### src/rtl/hrrn_pkg.sv
// ----------------------------------------------------------------------------
// hrrn_pkg
// Shared types and constants of the response-ratio scheduler.
// ----------------------------------------------------------------------------
package hrrn_pkg;

  // Number of ready-table slots, one cell each.
  localparam int READY_SLOTS = 16;
  localparam int IDX_W       = (READY_SLOTS > 1) ? $clog2(READY_SLOTS) : 1;

  // Request codes.
  localparam logic REQ_ARRIVE = 1'b0;
  localparam logic REQ_TICK   = 1'b1;

  // Register byte address of time_limit.
  localparam logic [2:0] ADDR_TIME_LIMIT = 3'd0;

  // Contents of one ready-table slot.
  typedef struct packed {
    logic        valid;
    logic [5:0]  job;
    logic [7:0]  svc;
    logic [15:0] waitc;
  } slot_t;

  // Per-cell update controls for the scan and commit steps.
  typedef struct packed {
    logic        shift;
    logic        wr;
    logic        clr;
    logic        inc;
    logic [5:0]  job;
    logic [7:0]  svc;
  } cell_ctl_t;

endpackage

### src/rtl/hrrn_if.sv
// ----------------------------------------------------------------------------
// hrrn_in_if / hrrn_out_if
// Valid/ready channels for request items and result items.
// ----------------------------------------------------------------------------
interface hrrn_in_if;
  logic       valid;
  logic       ready;
  logic       req_type;
  logic [5:0] job_id;
  logic [7:0] svc_units;
  modport source (output valid, req_type, job_id, svc_units, input ready);
  modport sink   (input valid, req_type, job_id, svc_units, output ready);
endinterface

interface hrrn_out_if;
  logic        valid;
  logic        ready;
  logic        dropped;
  logic        ran_valid;
  logic [5:0]  ran_id;
  logic        finished;
  logic [15:0] step_time;
  modport source (output valid, dropped, ran_valid, ran_id, finished, step_time,
                  input ready);
  modport sink   (input valid, dropped, ran_valid, ran_id, finished, step_time,
                  output ready);
endinterface

### src/rtl/hrrn_scheduler_top.sv
// ----------------------------------------------------------------------------
// hrrn_scheduler_top
// Non-preemptive highest-response-ratio-next scheduler.
// ----------------------------------------------------------------------------
// Requests enter on in_ch: an arrive item places a job in the ready table, a
// tick item runs one unit of time. Every request gives exactly one result
// item on out_ch. The register time_limit sits on the APB-style cfg_ port.
// The ready table is a ring of READY_SLOTS cells that rotates by one cell per
// cycle during a scan, so the head cell presents each slot in turn to one
// compare unit (duplicate and free-slot search, and the ratio compare).
// A tick at or past the limit skips the scan and goes straight to commit.
// One item is in work at a time; the next one is accepted once the current
// result is in the output register, so the output wait overlaps the next item.
// If the receiver stalls, the finished item holds in the output register and
// the following item waits at its commit step until the register frees.
// Reset clears the table, the running job, the time and the output valid;
// time_limit returns to 65535.
// ----------------------------------------------------------------------------
module hrrn_scheduler_top (
  input  logic              clk,
  input  logic              rst_n,
  hrrn_in_if.sink           in_ch,
  hrrn_out_if.source        out_ch,
  input  logic              cfg_psel,
  input  logic              cfg_penable,
  input  logic              cfg_pwrite,
  input  logic [2:0]        cfg_paddr,
  input  logic [31:0]       cfg_pwdata,
  output logic [31:0]       cfg_prdata,
  output logic              cfg_pready
);

  localparam int N = hrrn_pkg::READY_SLOTS;
  localparam int W = hrrn_pkg::IDX_W;

  typedef enum logic [1:0] {S_IDLE, S_SCAN, S_COMMIT} state_t;

  state_t      state_r;
  logic [15:0] limit_r;
  logic [15:0] now_r;
  logic        busy_r;
  logic [5:0]  cur_job_r;
  logic [7:0]  cur_left_r;
  logic [W-1:0] cnt_r;

  logic        req_r;
  logic [5:0]  id_r;
  logic [7:0]  svc_r;
  logic        skip_r;

  logic        dup_r, free_found_r;
  logic [W-1:0] free_idx_r;
  logic        best_found_r;
  logic [W-1:0] best_idx_r;
  logic [5:0]  best_job_r;
  logic [7:0]  best_svc_r;
  logic [15:0] best_wait_r;

  logic        o_valid_r, o_dropped_r, o_ran_r, o_fin_r;
  logic [5:0]  o_id_r;
  logic [15:0] o_time_r;

  hrrn_pkg::slot_t     slot_q [N];
  hrrn_pkg::cell_ctl_t ctl    [N];

  // Configuration port.
  assign cfg_pready = 1'b1;
  assign cfg_prdata = (cfg_paddr == hrrn_pkg::ADDR_TIME_LIMIT) ? {16'd0, limit_r} : 32'd0;

  always_ff @(posedge clk) begin
    if (!rst_n) begin
      limit_r <= 16'hFFFF;
    end else if (cfg_psel && cfg_penable && cfg_pwrite &&
                 (cfg_paddr == hrrn_pkg::ADDR_TIME_LIMIT)) begin
      limit_r <= cfg_pwdata[15:0];
    end
  end

  // Ratio compare of the head slot against the best so far.
  hrrn_pkg::slot_t head;
  logic [24:0] lhs, rhs;
  logic        cand_better;
  assign head = slot_q[0];
  assign lhs  = (25'(head.waitc) + 25'(head.svc)) * 25'(best_svc_r);
  assign rhs  = (25'(best_wait_r) + 25'(best_svc_r)) * 25'(head.svc);
  assign cand_better = head.valid && (!best_found_r || (lhs > rhs));

  // Commit decisions.
  logic        out_free;
  logic        commit;
  logic        run_eff;
  logic [5:0]  run_job;
  logic [7:0]  run_left;
  logic [7:0]  left_nxt;
  logic        do_write;
  assign out_free = !o_valid_r || out_ch.ready;
  assign commit   = (state_r == S_COMMIT) && out_free;
  assign run_eff  = busy_r || best_found_r;
  assign run_job  = busy_r ? cur_job_r : best_job_r;
  assign run_left = busy_r ? cur_left_r : best_svc_r;
  assign left_nxt = run_left - 8'd1;
  assign do_write = !dup_r && !(busy_r && (cur_job_r == id_r)) && free_found_r;

  // Cell ring: cell i takes its neighbor's contents while scanning.
  for (genvar i = 0; i < N; i++) begin : g_cell
    localparam int NX = (i + 1) % N;
    always_comb begin
      ctl[i].shift = (state_r == S_SCAN);
      ctl[i].wr    = commit && (req_r == hrrn_pkg::REQ_ARRIVE) && do_write &&
                     (free_idx_r == W'(i));
      ctl[i].clr   = commit && (req_r == hrrn_pkg::REQ_TICK) && !skip_r && !busy_r &&
                     best_found_r && (best_idx_r == W'(i));
      ctl[i].inc   = commit && (req_r == hrrn_pkg::REQ_TICK) && !skip_r && run_eff;
      ctl[i].job   = id_r;
      ctl[i].svc   = svc_r;
    end
    hrrn_cell u_cell (
      .clk  (clk),
      .rst_n(rst_n),
      .ctl  (ctl[i]),
      .nb   (slot_q[NX]),
      .q    (slot_q[i])
    );
  end

  // Sequencer: accept, scan the ring once (not for a tick at the limit), commit the result.
  always_ff @(posedge clk) begin
    if (!rst_n) begin
      state_r    <= S_IDLE;
      now_r      <= 16'd0;
      busy_r     <= 1'b0;
      cur_job_r  <= 6'd0;
      cur_left_r <= 8'd0;
      o_valid_r  <= 1'b0;
      cnt_r      <= '0;
    end else begin
      if (o_valid_r && out_ch.ready && !commit) begin
        o_valid_r <= 1'b0;
      end
      case (state_r)
        S_IDLE: begin
          if (in_ch.valid) begin
            req_r        <= in_ch.req_type;
            id_r         <= in_ch.job_id;
            svc_r        <= (in_ch.svc_units == 8'd0) ? 8'd1 : in_ch.svc_units;
            skip_r       <= (in_ch.req_type == hrrn_pkg::REQ_TICK) && (now_r >= limit_r);
            dup_r        <= 1'b0;
            free_found_r <= 1'b0;
            best_found_r <= 1'b0;
            cnt_r        <= '0;
            if ((in_ch.req_type == hrrn_pkg::REQ_TICK) && (now_r >= limit_r)) begin
              state_r <= S_COMMIT;
            end else begin
              state_r <= S_SCAN;
            end
          end
        end
        S_SCAN: begin
          if (head.valid && (head.job == id_r)) begin
            dup_r <= 1'b1;
          end
          if (!head.valid && !free_found_r) begin
            free_found_r <= 1'b1;
            free_idx_r   <= cnt_r;
          end
          if (cand_better) begin
            best_found_r <= 1'b1;
            best_idx_r   <= cnt_r;
            best_job_r   <= head.job;
            best_svc_r   <= head.svc;
            best_wait_r  <= head.waitc;
          end
          cnt_r <= cnt_r + W'(1);
          if (cnt_r == W'(N - 1)) begin
            state_r <= S_COMMIT;
          end
        end
        S_COMMIT: begin
          if (out_free) begin
            o_valid_r <= 1'b1;
            o_time_r  <= now_r;
            if (req_r == hrrn_pkg::REQ_ARRIVE) begin
              o_dropped_r <= !dup_r && !(busy_r && (cur_job_r == id_r)) && !free_found_r;
              o_ran_r     <= 1'b0;
              o_id_r      <= 6'd0;
              o_fin_r     <= 1'b0;
            end else begin
              o_dropped_r <= 1'b0;
              if (!skip_r) begin
                now_r <= now_r + 16'd1;
              end
              if (!skip_r && run_eff) begin
                o_ran_r    <= 1'b1;
                o_id_r     <= run_job;
                o_fin_r    <= (left_nxt == 8'd0);
                cur_job_r  <= run_job;
                cur_left_r <= left_nxt;
                busy_r     <= (left_nxt != 8'd0);
              end else begin
                o_ran_r <= 1'b0;
                o_id_r  <= 6'd0;
                o_fin_r <= 1'b0;
              end
            end
            state_r <= S_IDLE;
          end
        end
        default: state_r <= S_IDLE;
      endcase
    end
  end

  assign in_ch.ready      = (state_r == S_IDLE);
  assign out_ch.valid     = o_valid_r;
  assign out_ch.dropped   = o_dropped_r;
  assign out_ch.ran_valid = o_ran_r;
  assign out_ch.ran_id    = o_id_r;
  assign out_ch.finished  = o_fin_r;
  assign out_ch.step_time = o_time_r;

endmodule

### src/rtl/hrrn_cell.sv
// ----------------------------------------------------------------------------
// hrrn_cell
// One ready-table slot; rotates its contents to the neighbor while scanning.
// ----------------------------------------------------------------------------
module hrrn_cell (
  input  logic              clk,
  input  logic              rst_n,
  input  hrrn_pkg::cell_ctl_t ctl,
  input  hrrn_pkg::slot_t   nb,
  output hrrn_pkg::slot_t   q
);

  logic        valid_r, valid_nxt;
  logic [5:0]  job_r, job_nxt;
  logic [7:0]  svc_r, svc_nxt;
  logic [15:0] wait_r, wait_nxt;

  // Next contents: rotate, load an arrival, remove on dispatch, or age.
  always_comb begin
    valid_nxt = valid_r;
    job_nxt   = job_r;
    svc_nxt   = svc_r;
    wait_nxt  = wait_r;
    if (ctl.shift) begin
      valid_nxt = nb.valid;
      job_nxt   = nb.job;
      svc_nxt   = nb.svc;
      wait_nxt  = nb.waitc;
    end else if (ctl.wr) begin
      valid_nxt = 1'b1;
      job_nxt   = ctl.job;
      svc_nxt   = ctl.svc;
      wait_nxt  = 16'd0;
    end else if (ctl.clr) begin
      valid_nxt = 1'b0;
    end else if (ctl.inc && valid_r && (wait_r != 16'hFFFF)) begin
      wait_nxt = wait_r + 16'd1;
    end
  end

  always_ff @(posedge clk) begin
    if (!rst_n) begin
      valid_r <= 1'b0;
    end else begin
      valid_r <= valid_nxt;
    end
    job_r  <= job_nxt;
    svc_r  <= svc_nxt;
    wait_r <= wait_nxt;
  end

  assign q = '{valid: valid_r, job: job_r, svc: svc_r, waitc: wait_r};

endmodule
### src/flat_wrapper.sv
// flat-port wrapper written by rule: the top's interface ports become plain ports
module hrrn_scheduler_top_flat 
  (clk, rst_n, cfg_psel, cfg_penable, cfg_pwrite, cfg_paddr, cfg_pwdata, cfg_prdata, cfg_pready, in_ch_valid, in_ch_req_type, in_ch_job_id, in_ch_svc_units, in_ch_ready, out_ch_valid, out_ch_dropped, out_ch_ran_valid, out_ch_ran_id, out_ch_finished, out_ch_step_time, out_ch_ready);
  hrrn_in_if in_ch_i ();
  hrrn_out_if out_ch_i ();
  input  logic clk;
  input  logic rst_n;
  input  logic cfg_psel;
  input  logic cfg_penable;
  input  logic cfg_pwrite;
  input  logic [2:0] cfg_paddr;
  input  logic [31:0] cfg_pwdata;
  output logic [31:0] cfg_prdata;
  output logic cfg_pready;
  input wire logic [$bits(in_ch_i.valid)-1:0] in_ch_valid;
  input wire logic [$bits(in_ch_i.req_type)-1:0] in_ch_req_type;
  input wire logic [$bits(in_ch_i.job_id)-1:0] in_ch_job_id;
  input wire logic [$bits(in_ch_i.svc_units)-1:0] in_ch_svc_units;
  output wire logic [$bits(in_ch_i.ready)-1:0] in_ch_ready;
  output wire logic [$bits(out_ch_i.valid)-1:0] out_ch_valid;
  output wire logic [$bits(out_ch_i.dropped)-1:0] out_ch_dropped;
  output wire logic [$bits(out_ch_i.ran_valid)-1:0] out_ch_ran_valid;
  output wire logic [$bits(out_ch_i.ran_id)-1:0] out_ch_ran_id;
  output wire logic [$bits(out_ch_i.finished)-1:0] out_ch_finished;
  output wire logic [$bits(out_ch_i.step_time)-1:0] out_ch_step_time;
  input wire logic [$bits(out_ch_i.ready)-1:0] out_ch_ready;
  assign in_ch_i.valid = in_ch_valid;
  assign in_ch_i.req_type = in_ch_req_type;
  assign in_ch_i.job_id = in_ch_job_id;
  assign in_ch_i.svc_units = in_ch_svc_units;
  assign in_ch_ready = in_ch_i.ready;
  assign out_ch_valid = out_ch_i.valid;
  assign out_ch_dropped = out_ch_i.dropped;
  assign out_ch_ran_valid = out_ch_i.ran_valid;
  assign out_ch_ran_id = out_ch_i.ran_id;
  assign out_ch_finished = out_ch_i.finished;
  assign out_ch_step_time = out_ch_i.step_time;
  assign out_ch_i.ready = out_ch_ready;
  hrrn_scheduler_top u_core (.clk(clk), .rst_n(rst_n), .in_ch(in_ch_i), .out_ch(out_ch_i), .cfg_psel(cfg_psel), .cfg_penable(cfg_penable), .cfg_pwrite(cfg_pwrite), .cfg_paddr(cfg_paddr), .cfg_pwdata(cfg_pwdata), .cfg_prdata(cfg_prdata), .cfg_pready(cfg_pready));
endmodule
### config.mk
export PLATFORM = sky130hd
export DESIGN_NAME = hrrn_scheduler_top_flat
export DESIGN_NICKNAME = d
export VERILOG_FILES = /design/src/rtl/hrrn_pkg.sv /design/src/rtl/hrrn_if.sv /design/src/rtl/hrrn_scheduler_top.sv /design/src/rtl/hrrn_cell.sv /design/src/flat_wrapper.sv
export SDC_FILE = /design/constraint.sdc
export NUM_CORES = 2
export LEC_CHECK = 0
export ABC_CLOCK_PERIOD_IN_PS = 20900
export BUFFER_PORTS_ARGS = -buffer_cell sky130_fd_sc_hd__buf_2
export CAP_MARGIN = 20
export CORE_MARGIN = 1
export CORE_UTILIZATION = 50
export DETAILED_ROUTE_END_ITERATION = 8
export GPL_ROUTABILITY_DRIVEN = 0
export GPL_TIMING_DRIVEN = 1
export PLACE_DENSITY = 0.66
export SLEW_MARGIN = 30
export SYNTH_ARGS = -nofsm -noshare
export SYNTH_HDL_FRONTEND = slang
export SYNTH_SLANG_ARGS = --single-unit
### constraint.sdc
create_clock -name clk -period 20.9 [get_ports clk]
set_input_delay 3.135 -clock clk [delete_from_list [all_inputs] [get_ports clk]]
set_output_delay 3.135 -clock clk [all_outputs]
set_load 0.02 [all_outputs]
== After elaboration in Yosys (flattened, before gate mapping) ==
Index checks and enable logic that the tools add are counted.

* Memories: 0
* RAM bits: 0
* Word-level logic and storage cells: 568
* Register bits after elaboration: 632
* Latch bits: 0
* ROM bits: 0
* Bits of input ports: 57

* Equality and inequality tests: 73
* Div/mod/pow operators: 0
* Multipliers: 2
* Magnitude comparators: 2
* Multiplexer cells: 197
* $add $sub $neg: 21
* Bitwise logic cells: 2
* Reductions and logical operators: 182
* Shift operators: 0

{| class="wikitable"
|+ Operators by type and width
! operator !! count
|-
| two-way mux 16 bit || 65
|-
| adder 16 x 1 -> 16 bit (second input constant) || 17
|-
| two-way mux 8 bit || 33
|-
| inequality test 16 bit (second input constant) || 16
|-
| two-way mux 6 bit || 33
|-
| nonzero test 3 bit || 32
|-
| logical AND 1 bit || 86
|-
| == test 4 bit (second input constant) || 17
|-
| two-way mux 1 bit || 56
|-
| multiplier 25 x 8 -> 25 bit || 2
|-
| inequality test 3 x 2 -> 1 bit (second input constant) || 15
|-
| AND reduction 2 bit || 18
|-
| adder 16 x 8 -> 17 bit || 2
|-
| nonzero test 2 bit || 17
|-
| == test 4 x 3 -> 1 bit (second input constant) || 8
|-
| > comparator 25 bit || 1
|-
| AND reduction 4 bit || 5
|-
| == test 4 x 2 -> 1 bit (second input constant) || 4
|-
| >= comparator 16 bit || 1
|-
| zero test 8 bit || 2
|-
| AND reduction 3 bit || 5
|-
| == test 6 bit || 2
|-
| inequality test 2 bit (second input constant) || 5
|-
| zero test 1 bit || 9
|-
| other kinds (18) || 28
|}

== Longest topological paths before layout ==
* Depth in word-level cells: 12
* Mapped depth: 32
* Gate-level depth less buffers: 31

== Modules after synthesis ==
Synthesis repeated with hierarchy kept, for this count alone.

* Cells, all modules: 3862
* Area total of the unflattened synthesis: 42190.5 µm²

{| class="wikitable"
|+ Modules (own cells, without submodules)
! module !! area an instance (µm²) !! times used !! cells each
|-
| hrrn_cell || 1615.3 || 16 || 131
|-
| hrrn_scheduler_top || 16345.7 || 1 || 1766
|}

== Least setup slack after synthesis ==
OpenSTA, ideal clock, no wires.

* Path kind: flip-flop to flip-flop
* Start: reg u_core.best_svc_r[0]
* End: reg u_core.best_idx_r[0], enable pin
* Setup slack: 12.142 ns
* Buffers on the path: 1
* Arrival time: 8.333 ns
* Stages on the path, launching flop included: 30
* Path through: edfxtp_1 > ha_1 > inv_1 > fa_1 > nor2b_1 > o21ai_1 > a21oi_1 > o211ai_2 > a21oi_2 > mux2i_1 > fa_1 > fa_1 > fa_1 > inv_1 > fa_1 > inv_1 > ha_1 > clkbuf_1 > a21oi_1 > o21ai_0 > a221o_1 > nor3_1 > o21ai_1 > xnor2_1 > ha_1 > and4_1 > nand2_1 > mux2i_1 > a21boi_0 > nor2_1

* Word-level cells in the longest chain between the ends: 6
* Elaborated cells between the ends (all ways): 7

{| class="wikitable"
|+ RTL lines
! element !! line !! RTL
|-
| start, declared || hrrn_scheduler_top.sv:56 || <nowiki>logic [7:0] best_svc_r;</nowiki>
|-
| start signal, assigned || hrrn_scheduler_top.sv:170 || <nowiki>best_svc_r <= head.svc;</nowiki>
|-
| adder 16 x 8 -> 17 bit || hrrn_scheduler_top.sv:85 || <nowiki>assign rhs = (25'(best_wait_r) + 25'(best_svc_r)) * 25'(head.svc);</nowiki>
|-
| multiplier 25 x 8 -> 25 bit || hrrn_scheduler_top.sv:85 ||
|-
| > comparator 25 bit (*) || hrrn_scheduler_top.sv:86 || <nowiki>assign cand_better = head.valid && (!best_found_r || (lhs > rhs));</nowiki>
|-
| logical OR 1 bit (*) || hrrn_scheduler_top.sv:86 ||
|-
| logical AND 1 bit (*) || hrrn_scheduler_top.sv:86 ||
|-
| AND reduction 3 bit (no line) (*) || -- ||
|-
| end signal, assigned || hrrn_scheduler_top.sv:168 || <nowiki>best_idx_r <= cnt_r;</nowiki>
|-
| end, declared || hrrn_scheduler_top.sv:54 || <nowiki>logic [W-1:0] best_idx_r;</nowiki>
|}

Every way passes the cells marked *; elsewhere a longest branch is shown, timed or not.
A chain may end at the register's enable or synchronous reset.

== Final worst setup path ==
* Start: reg u_core.best_svc_r[1]
* End: reg u_core.best_wait_r[11], enable pin

* Word-level cells in the longest chain between the ends: 6
* Elaborated cells between the ends (all ways): 7

{| class="wikitable"
|+ RTL lines
! element !! line !! RTL
|-
| adder 16 x 8 -> 17 bit || hrrn_scheduler_top.sv:85 ||
|-
| multiplier 25 x 8 -> 25 bit || hrrn_scheduler_top.sv:85 ||
|-
| > comparator 25 bit (*) || hrrn_scheduler_top.sv:86 ||
|-
| logical OR 1 bit (*) || hrrn_scheduler_top.sv:86 ||
|-
| logical AND 1 bit (*) || hrrn_scheduler_top.sv:86 ||
|-
| AND reduction 3 bit (no line) (*) || -- ||
|-
| end signal, assigned || hrrn_scheduler_top.sv:171 || <nowiki>best_wait_r <= head.waitc;</nowiki>
|-
| end, declared || hrrn_scheduler_top.sv:57 || <nowiki>logic [15:0] best_wait_r;</nowiki>
|}

Marked as above.

==> key figures <==
Clocking
  • H-Tree Level Count: 3
  • Root Buffer: clkbuf_16
  • Post-CTS Hold Fix Bufs: 0
  • Setup bufs post-CTS: 0
  • Post-CTS sizing: 0
  • Clock buffer depth: 3
  • Worst-skew pair later-pin latency: 0.61 ns
  • TritonCTS sink count: 632
  • Reg clk slew, reported paths: 0.06 ns
  • Num CTS Buffers: 67
  • CTS tree: done

Floorplan
  • I/O pin count: 117
  • Initial core utilization: 50.86%
  • DIE WIDTH: 289.2 µm
  • Die H: 289.2 µm
  • Core Area: 81070 µm²
  • Die area: 83620 µm²
  • Rows: 104

Global routing
  • Largest net degree at the start of global routing: 191
  • Grt met3 use: between 2 and 3%
  • Gr usage total: about a quarter
  • Initial antenna violation count: 3
  • Number of global-route vias before repair: 28450
  • Grt met1 use: 31.00%
  • Grt peak-use layer: met2
  • GRT Residual Overflow: 0
  • First-pass GRT wire length: 156800 µm
  • M2 GR Usage: about two fifths

Routing
  • Drc violations: 0
  • Antenna viol nets, final: 0
  • Post-Route WL: 99390 µm
  • Wirelength per Cell: 19.71 µm
  • First drt pass iteration count: 5
  • DRT iter0 DRCs: 1982
  • Post-DR vias/cell: 5.664
  • Total number of vias: 28560

Timing
  • Final hold slack: around 0.47 ns
  • Final Max Slew Viols: 0
  • Clock Skews: 0.02842 ns
  • Final worst-path cycle share: 49.95%
  • Worst-Margin Slew: approximately 1 ns
  • Final Hold Violating Endpoints: 0
  • Final TNS setup: 0 ns
  • Max Fclk: 95.78 MHz
  • Tmin final: 10.44 ns
  • RSZ-0062 raised after global routing: no
  • Final Setup Violations: 0
  • Relative slew margins: 33.01%

Placed design
  • Post-DP HPWL: 69730 µm
  • I/O Buffers: slightly above 80
  • Dpl cells: between 4000 and 5000

Critical path
  • Worst path required time: 21.24 ns
  • FF-to-FF setup slack: between 10 and 15 ns
  • Worst reg2reg path depth: 28
  • Delay of the slowest critical-path stage: between 0.8 and 0.9 ns
  • Critical path type: flip-flop to flip-flop
  • Crit path max-delay cell type: edfxtp_1
  • Crit. End Element: flip-flop
  • Reg2reg end: u_core.best_wait_r[11]$_DFFE_PP_
  • Worst EP arrival: between 10 and 15 ns
  • Crit start category: flip-flop
  • R2r startpoint: u_core.best_svc_r[1]$_DFFE_PP_
  • Critical path fanouts, max: 24
  • Crit path top cell by count: fa_1

Power and ir drop
  • Sw power: 2.745 mW
  • Seq pwr share: 25.9%
  • Pleak: 17.97 nW
  • Clock power frac: 18.7%
  • Int Pwr: 3.676 mW
  • Sw Ratio: 42.75%
  • Gate power share: 55.4%
  • Pwr Density: 143.9 nW/µm²
  • Worst VDD drop: 0.0001972 V

Worst hold path
  • Worst hold path depth: 2
  • WHS Endpoint: u_core.cur_left_r[0]$_SDFFE_PN0P_
  • Hold WC Path Type: flip-flop to flip-flop
  • Worst hold start: u_core.cur_left_r[0]$_SDFFE_PN0P_

Layout
  • Filler cells: 7092
  • Layout cells sized above 1: 7.884%
  • Final-stage net count: 4336
  • Area Overhead vs Synth: 8.232%
  • Core Util, Final: a little under three fifths
  • # diodes: 0
  • Post-Layout Cell Count: 5043

Logic synthesis
  • Synth unique cells: 94
  • Synthesized area per cell: between 10 and 15 µm²
  • Number of synthesized flops with an enable pin: 562
  • Post-synthesis sequential area ratio: roughly 44%
  • Synthesized cell area: 41230 µm²
  • Number of synthesis warnings: 0
  • Synthesized instance count: 3939
  • Share of synthesized registers carrying an async set or reset: 0%
  • Flops & latches, synth: about 630
  • Synth Flop Type: edfxtp_1

Job
  • Max-cap violation count: 0

Run status
  • Outcome: complete, no violations
through the flow:
step,instance area [µm²],power (mW),setup WS (ns)
after detailed placement,42410,5.251,10.54
after global placement,42380,5.166,10.60
after floorplan,41290,4.366,12.14
after global routing,44630,7.010,9.848
after CTS,44600,6.465,10.47
final,44630,6.420,10.46
cells in the final DEF, fill, tap and decap left out, drive strengths merged, types with 82 or more instances in the layout:
cell type,instances
buf,129
clkbuf,87
ha,167
nor2,147
inv,296
nand2,458
a21o,259
o21ai,309
xnor2,137
nand2b,82
fa,182
and2,142
nand3,117
a21oi,99
xor2,165
edfxtp,562
metal layers:
metal / up-vias / part of all wire, %
li1: 13680 / -
met2: 584 / 50
met5: - / 0.033
met1: 14170 / 43
met3: 124 / 3.9
met4: 6 / 2.4
worst max-delay path by stage:
stage / start / end / slack [ns] / cells after the start
after floorplan: u_core.best_svc_r[0]$_DFFE_PP_ / u_core.best_idx_r[0]$_DFFE_PP_ / 12.14 / 29
after global placement: u_core.best_svc_r[1]$_DFFE_PP_ / u_core.best_wait_r[11]$_DFFE_PP_ / 10.60 / 27
after detailed placement: u_core.best_svc_r[1]$_DFFE_PP_ / u_core.best_wait_r[5]$_DFFE_PP_ / 10.54 / 28
after CTS: u_core.best_svc_r[1]$_DFFE_PP_ / u_core.best_wait_r[11]$_DFFE_PP_ / 10.47 / 28
after global routing: u_core.best_svc_r[1]$_DFFE_PP_ / u_core.best_wait_r[11]$_DFFE_PP_ / 9.85 / 28
final: u_core.best_svc_r[1]$_DFFE_PP_ / u_core.best_wait_r[11]$_DFFE_PP_ / 10.46 / 28
layout make-up:
cell class | count | area, µm² | area share [%]
clock inverter | 35 | 319.1 | 0.7149
clock buffer | 87 | 1876 | 4.203
sequential | 632 | 18280 | 40.95
multi-input combinational | 2807 | 20930 | 46.90
inverter | 293 | 1116 | 2.501
timing repair buffer | 129 | 784.5 | 1.758
tap | 1060 | 1326 | 2.972
synthesized netlist by cell type (23+ instances only):
master      n  area (µm²)
clkbuf_1  126       473.0
nand4_1    45       281.5
a21o_1    259        1944
dfxtp_1    70        1401
mux2i_1    70       700.7
and2_1    141       882.1
nand3_1   117       585.6
o211ai_1   23       172.7
fa_1      182        3643
nand2_1   458        1719
o21ai_0   230        1151
buf_2      58       290.3
nand2b_1   81       506.7
a211oi_1   26       195.2
inv_1     281        1055
a21oi_1    89       445.4
and4_1     32       280.3
o21ai_1    70       350.3
xnor2_1   137        1200
nor2_1    143       536.8
edfxtp_1  562       16880
xor2_1    165        1445
and3_1     45       281.5
ha_1      167        2090
nor3_1     36       180.2
nor2b_1    46       287.8
worst max-delay path, delay by kind of cell (launching register included):
family,cells,cell delay [ns]
buffers and inverters,4,0.75
flip-flops,1,0.88
AO/OA/AOI/OAI,12,4.33
AND/OR/NAND/NOR,5,0.87
adder cells (fa/ha/maj),7,3.31
logic make-up after synthesis:
group,Yosys count,synth area share [%]
buffers and inverters,515,5.164
and+or+nand+nor,1210,14.80
muxes,80,1.972
other,2,0.01821
xor gates and xnor gates,302,6.415
AOI/OAI and AO/OA,849,13.40
DFF,632,44.33
adders and majority gates,349,13.90
registers in the layout (all words and copies together) (netlist names), 6 cells and up:
signal	flops
u_core.out_ch.ran_id	6
u_core.cur_left_r	8
u_core.best_svc_r	8
u_core.limit_r	16
u_core.g_cell.u_cell.wait_r	256
u_core.g_cell.u_cell.job_r	96
u_core.best_job_r	6
u_core.now_r	16
u_core.svc_r	8
u_core.g_cell.u_cell.svc_r	128
u_core.best_wait_r	16
u_core.out_ch.step_time	16
u_core.id_r	6
u_core.g_cell.u_cell.valid_r	16
u_core.cur_job_r	6
power by group through the flow:
stage	registers, mW	logic (mW)	clock network [mW]
after global placement	1.69	3.48	0
after CTS	1.66	3.58	1.22
after detailed placement	1.69	3.56	0
after floorplan	1.64	2.72	0
final	1.66	3.56	1.20
after global routing	1.68	4.07	1.26
No activity file was read; power rests on OpenSTA's default activity.
